File: src/rtl/lht_pkg.sv
// ----------------------------------------------------------------------------
// lht_pkg
// Shared codes, constants and controller/datapath handshake types for the
// luma histogram and threshold block.
// ----------------------------------------------------------------------------
package lht_pkg;

    // Command codes carried by the func field
    localparam logic [1:0] FUNC_PIXEL = 2'd0;
    localparam logic [1:0] FUNC_READ  = 2'd1;
    localparam logic [1:0] FUNC_CLEAR = 2'd2;

    // Configuration register indexes
    localparam int CFG_IDX_W = 2;
    localparam logic [CFG_IDX_W-1:0] CFG_THRESHOLD = 2'd0;
    localparam logic [CFG_IDX_W-1:0] CFG_INVERT    = 2'd1;

    // BT.601 weights scaled by 1000; weighted sum is below 2^18
    localparam int SUM_W = 18;
    localparam logic [SUM_W-1:0] W_RED   = 18'd299;
    localparam logic [SUM_W-1:0] W_GREEN = 18'd587;
    localparam logic [SUM_W-1:0] W_BLUE  = 18'd114;

    // floor(s / 1000) == (s * ceil(2^28 / 1000)) >> 28 for all s below 255001
    localparam int RECIP_W     = 19;
    localparam int RECIP_SHIFT = 28;
    localparam logic [RECIP_W-1:0] RECIP_1000 = 19'd268436;
    localparam int PROD_W = SUM_W + RECIP_W;

    localparam int PIX_W       = 8;
    localparam int OUT_COUNT_W = 24;
    localparam logic [PIX_W-1:0] LEVEL_HIGH = 8'hFF;
    localparam logic [PIX_W-1:0] LEVEL_LOW  = 8'h00;

    // Controller to datapath commands
    typedef struct packed {
        logic accept;    // latch a new request
        logic luma_en;   // form luma from the weighted sum
        logic rd_en;     // read the bin addressed by the request
        logic wr_en;     // write back the updated bin and peak
        logic clr_en;    // zero the bin at the clear pointer and advance
        logic out_load;  // load the result register
    } t_cmd;

    // Datapath to controller status
    typedef struct packed {
        logic is_clear;  // latched request is a clear
        logic clr_last;  // clear pointer sits on the last bin
    } t_sts;

endpackage

File: src/rtl/lht_ctrl.sv
// ----------------------------------------------------------------------------
// lht_ctrl
// Sequencer for request intake, bin read-modify-write, the clearing sweep
// and the result handshake.
// ----------------------------------------------------------------------------
module lht_ctrl import lht_pkg::*; (
    input  logic i_clk,
    input  logic i_rst_n,
    input  logic i_valid,
    output logic o_stall,
    output logic o_valid,
    input  logic i_stall,
    input  t_sts i_sts,
    output t_cmd o_cmd
);

    localparam logic [2:0] S_CLEAR = 3'd0;
    localparam logic [2:0] S_IDLE  = 3'd1;
    localparam logic [2:0] S_LUMA  = 3'd2;
    localparam logic [2:0] S_READ  = 3'd3;
    localparam logic [2:0] S_WRITE = 3'd4;

    logic [2:0] r_state, n_state;
    logic       r_out_valid, n_out_valid;
    logic       r_clr_reply, n_clr_reply;
    logic       w_slot_free;
    t_cmd       w_cmd;

    // Result slot frees when empty or being taken this cycle
    assign w_slot_free = !r_out_valid || !i_stall;

    always_comb begin
        w_cmd       = '0;
        n_state     = r_state;
        n_clr_reply = r_clr_reply;
        unique case (r_state)
            S_IDLE: begin
                if (i_valid) begin
                    w_cmd.accept = 1'b1;
                    n_state      = S_LUMA;
                end
            end
            S_LUMA: begin
                w_cmd.luma_en = 1'b1;
                if (i_sts.is_clear) begin
                    n_clr_reply = 1'b1;
                    n_state     = S_CLEAR;
                end else begin
                    n_state = S_READ;
                end
            end
            S_READ: begin
                w_cmd.rd_en = 1'b1;
                n_state     = S_WRITE;
            end
            S_WRITE: begin
                if (w_slot_free) begin
                    w_cmd.wr_en    = 1'b1;
                    w_cmd.out_load = 1'b1;
                    n_state        = S_IDLE;
                end
            end
            S_CLEAR: begin
                // hold on the last bin until the reply can be posted
                if (!(i_sts.clr_last && r_clr_reply && !w_slot_free)) begin
                    w_cmd.clr_en = 1'b1;
                    if (i_sts.clr_last) begin
                        w_cmd.out_load = r_clr_reply;
                        n_clr_reply    = 1'b0;
                        n_state        = S_IDLE;
                    end
                end
            end
            default: begin
                n_state = S_CLEAR;
            end
        endcase
    end

    always_comb begin
        n_out_valid = w_cmd.out_load ? 1'b1 : (r_out_valid && i_stall);
    end

    always_ff @(posedge i_clk) begin
        if (!i_rst_n) begin
            r_state     <= S_CLEAR;
            r_out_valid <= 1'b0;
            r_clr_reply <= 1'b0;
        end else begin
            r_state     <= n_state;
            r_out_valid <= n_out_valid;
            r_clr_reply <= n_clr_reply;
        end
    end

    assign o_stall = (r_state != S_IDLE);
    assign o_valid = r_out_valid;
    assign o_cmd   = w_cmd;

    // A held result is never overwritten
    a_no_overwrite: assert property (@(posedge i_clk) disable iff (!i_rst_n)
        w_cmd.out_load |-> !(r_out_valid && i_stall))
        else $error("result register overwritten while stalled");

    // An accepted request always moves on to luma
    a_accept_luma: assert property (@(posedge i_clk) disable iff (!i_rst_n)
        (i_valid && !o_stall) |=> (r_state == S_LUMA))
        else $error("accepted request did not enter luma stage");

    // Luma is followed by a bin read or a clearing sweep
    a_luma_next: assert property (@(posedge i_clk) disable iff (!i_rst_n)
        (r_state == S_LUMA) |=> (r_state == S_READ || r_state == S_CLEAR))
        else $error("bad state after luma stage");

    // A memory write never coincides with the clearing sweep
    a_single_write: assert property (@(posedge i_clk) disable iff (!i_rst_n)
        !(w_cmd.wr_en && w_cmd.clr_en))
        else $error("two histogram writes in one cycle");

endmodule

File: config.mk
export PLATFORM = sky130hd
export DESIGN_NAME = lht_ctrl
export DESIGN_NICKNAME = d
export VERILOG_FILES = /design/src/rtl/lht_pkg.sv /design/src/rtl/lht_ctrl.sv
export SDC_FILE = /design/constraint.sdc
export NUM_CORES = 1
export LEC_CHECK = 0
export BUFFER_PORTS_ARGS = -buffer_cell sky130_fd_sc_hd__buf_2
export CORE_AREA = 2 2 39 41
export DETAILED_ROUTE_END_ITERATION = 16
export DIE_AREA = 0 0 41 43
export HOLD_SLACK_MARGIN = 0.06
export PLACE_DENSITY = 0.51
export RECOVER_POWER = 100
export SLEW_MARGIN = 20
export SYNTH_ARGS = -nofsm -noshare
export SYNTH_HDL_FRONTEND = slang
export SYNTH_SLANG_ARGS = --single-unit
File: constraint.sdc
create_clock -name i_clk -period 1.45 [get_ports i_clk]
set_input_delay 0.29 -clock i_clk [delete_from_list [all_inputs] [get_ports i_clk]]
set_output_delay 0.29 -clock i_clk [all_outputs]
set_load 0.02 [all_outputs]
Word level (Yosys, flattened, before mapping). Cells that the tools add are included.

Eq/ne operators: 10. Reduce and logical (&&, ||, !) cells: 11. Muxes and demuxes: 21.

Operators by type and width (count): $pmux 3 s5 (1); $mux 1 (12); $mux 3 (4); $ne 2x2->1 const B (5); $reduce_and 4->1 (2); $eq 3x2->1 const B (2); $mux 2 (2); $pmux 1 s2 (2); $eq 3x1->1 const B (1); $eq 3x3->1 const B (1); $logic_and 1x1->1 (3); $logic_not 1->1 (3); $logic_not 3->1 (1); $ne 3x1->1 const B (1); $reduce_bool 2->1 (1); $logic_or 1x1->1 (1).

Input bits: 6. Logic and storage cells: 45. Register bits: 5. Output and inout port bits: 8.

Longest topological paths before layout.
Depth after elaboration: 7. Mapped depth: 5. Depth with buffers taken out: 4.

Worst setup path before layout. OpenSTA, ideal clock, no wires.

Kind: register to output. From: reg r_out_valid (netlist: o_valid). To: out o_cmd[0] (netlist name). Path buffers: 0. Cell stages (with the launch flop): 3. Arrival: 1255 ps. Path slack: -95 ps. Cell sequence: dfxtp_1 and2_1 nor4_1.

RTL lines: start, declared (line lht_ctrl.sv:24) `logic r_out_valid, n_out_valid;`; start signal, assigned (line lht_ctrl.sv:91) `r_out_valid <= n_out_valid;`; end, declared (line lht_ctrl.sv:14) `output t_cmd o_cmd`.

==> flow_summary.toml <==
[hold_path]
hold_path.class = "input port to flop"

[worst_setup_path]
slowest_stage = "dfxtp_4"
cp.arrival_ns = 1.15
path_max_fanout = 6
critPathLaunchType = "flop"
worstPathRequired_ns = 1.16
critPathMaxStageDelay_ns = 0.39
crit_path_end_kind = "output port"
critPathKind = "flop to output port"
crit_chain = "buf_2 -> nand2b_1 -> nor2_2 -> buf_6"

[cts]
cts_hold_buf = 0
cts_max_level = 1
root_buffer = "clkbuf_4"
clock_sinks = 5
cts_tree = "yes"
cts_buffers = 3
clk_latency_ns = 0.25
path_clk_slew_ns = 0.05
clock_path_buffers = 2

[routing]
wire_per_inst_um = 10.9
vias_per_cell = 4.73
drt_wl_total_um = 854
ant_nets = 0
firstDrtPassIters = 4
drc = 0
vias = 369
first_iter_violations = 5

[pwr]
p_leak_nw = 0.238
power_density_nw_per_um2 = 1670
ir_drop_uv = 586
p_total_mw = 0.882

[timing]
rsz0062_at_grt = "yes"
fin_crit_ns = 1.44
fin_crit_sh = 0.996
drv_slew = 0
slew_headroom = 0.776
worst_clock_skew_ns = 0.00697
setup_violations = 0
hold_violations = 0
max_slew.worst_pin.slew_ns = 0.336
fmax_mhz = 692

[global_routing]
grt_max_degree = 11
antenna_found_initial = 0
overflow = 0
grt_use_total = 0.0985
grt_pass1_wl_um = 1200
first_global_vias = 312

[place]
dp_hpwl_um = 651
post_dp_cell_area_sq_um = 455
portBuffers = 13
routabilityCongestion = 0.779

[die]
start_util = 0.266
die_h_um = 43
core_sq_um = 1380
row_count = 14
die_area_sq_um = 1760
die_w_um = 41
num_io_pins = 14

[yosys]
synth_area_sq_um = 368
ys_warn_count = 0
synth_nets = 50
ys_seq_area_frac = 0.272
ys_ff_latch = 5
syn_avg_cell_area_sq_um = 8.36
ys_types = 25
netlist_instances = 44

[final_layout]
fill_cells = 144
final_area_sq_um = 528
syn2layout_area_growth_pct = 43.5
n_antenna_cell = 0
drive_gt1_frac = 0.500
nNetsFinal = 69

[outcome]
outcome = "complete, no violations"

[flow_run]
drv_cap = 0
[report_power, final]
| group | leakage [nW] | switching (mW) | internal [mW] |
|---|---|---|---|
| registers | 0.0422 | 0.0431 | 0.171 |
| logic | 0.181 | 0.243 | 0.258 |
| clock network | 0.0150 | 0.0625 | 0.104 |
[cell type report]
type	instances	area [sq um]	share of cell area
Multi-Input combinational cell	34	254	0.481
Timing Repair Buffer	17	114	0.216
Sequential cell	5	106	0.201
Clock buffer	4	26.3	0.0498
Tap cell	16	20.0	0.0379
Inverter	2	7.51	0.0142
[placed cells by master (no fill, tap or decap), types with 2 or more instances in the layout]
cell type and count:
nor2b_1 2, buf_6 3, inv_1 2, o21ai_0 2
buf_2 10, nand2_1 4, dfxtp_1 2, a2bb2oi_2 2
nor2_1 2, o21a_1 2, dfxtp_2 2, nand3_1 4
clkbuf_4 3, buf_4 4, nand2b_1 2
[cell families after synthesis]
| group | after synthesis | synth area share |
|---|---|---|
| AOI/OAI and AO/OA | 9 | 0.201 |
| DFF | 5 | 0.272 |
| and+or+nand+nor | 24 | 0.408 |
| muxes | 1 | 0.0272 |
| buffers and inverters | 5 | 0.0918 |
[registers in the layout, summed over array words and instances (netlist names)]
register and count:
o_valid 1, r_clr_reply 1, r_state 3
[synth_stat cells]
cell type  count  share of area
nor3_1         1          0.014
o21a_1         2          0.041
and2_1         1          0.017
and2_2         1          0.020
a2bb2oi_2      2          0.082
nor2_1         3          0.031
or2b_1         1          0.020
nor2b_4        1          0.037
dfxtp_1        5           0.27
buf_6          1          0.031
nand2_1        4          0.041
a21oi_1        1          0.014
nor4_1         1          0.017
buf_4          2          0.041
inv_1          2          0.020
a22oi_1        1          0.020
and4b_1        1          0.027
and3_1         1          0.017
nand3_1        4          0.054
a31oi_1        1          0.017
mux2i_1        1          0.027
nor3_4         1          0.044
nand2b_1       2          0.034
nor2b_1        2          0.034
o21ai_0        2          0.027
[layer usage]
metal,global-route usage,routed length [um]
met1,0.110,375
met2,0.172,426
met3,0.0314,52
met4,0.0200,0
met5,0,0
[worst max-delay path: cells and delay by family, from the launching register on]
family,cells,cell delay (ns)
buffers and inverters,2,0.30
DFF,1,0.39
and+or+nand+nor,2,0.22
[final timing paths]
kind / startpoint / end / slack (ns) / cells after the start
worst max-delay path: r_state[1] / o_cmd[4] / 0.005 / 4
worst max register to register: r_state[2] / r_state[1] / 0.32 / 4
worst min register to register: r_clr_reply / r_clr_reply / 0.62 / 2
worst min-delay path: i_rst_n / o_valid / 0.32 / 2
[through the flow]
step | setup TNS (ns) | cells | worst slack, ns | hold slack [ns] | utilization
floorplan | 0 | 44 | 0.0717 | 0.408 | -
global placement | 0 | 73 | 0.146 | 0.590 | 0.329
detailed placement | 0 | 73 | 0.162 | 0.578 | 0.329
CTS | 0 | 77 | 0.000951 | 0.319 | 0.365
global route | -0.114 | 78 | -0.0326 | 0.328 | 0.382
finish | 0 | 78 | 0.00515 | 0.321 | 0.382
[repair_timing]
action,CTS,global route
setup endpoints to repair,5,4
pin swaps,1,0
setup buffers,0,1
gates resized for setup,10,5
(Power assumes the default switching activity.)
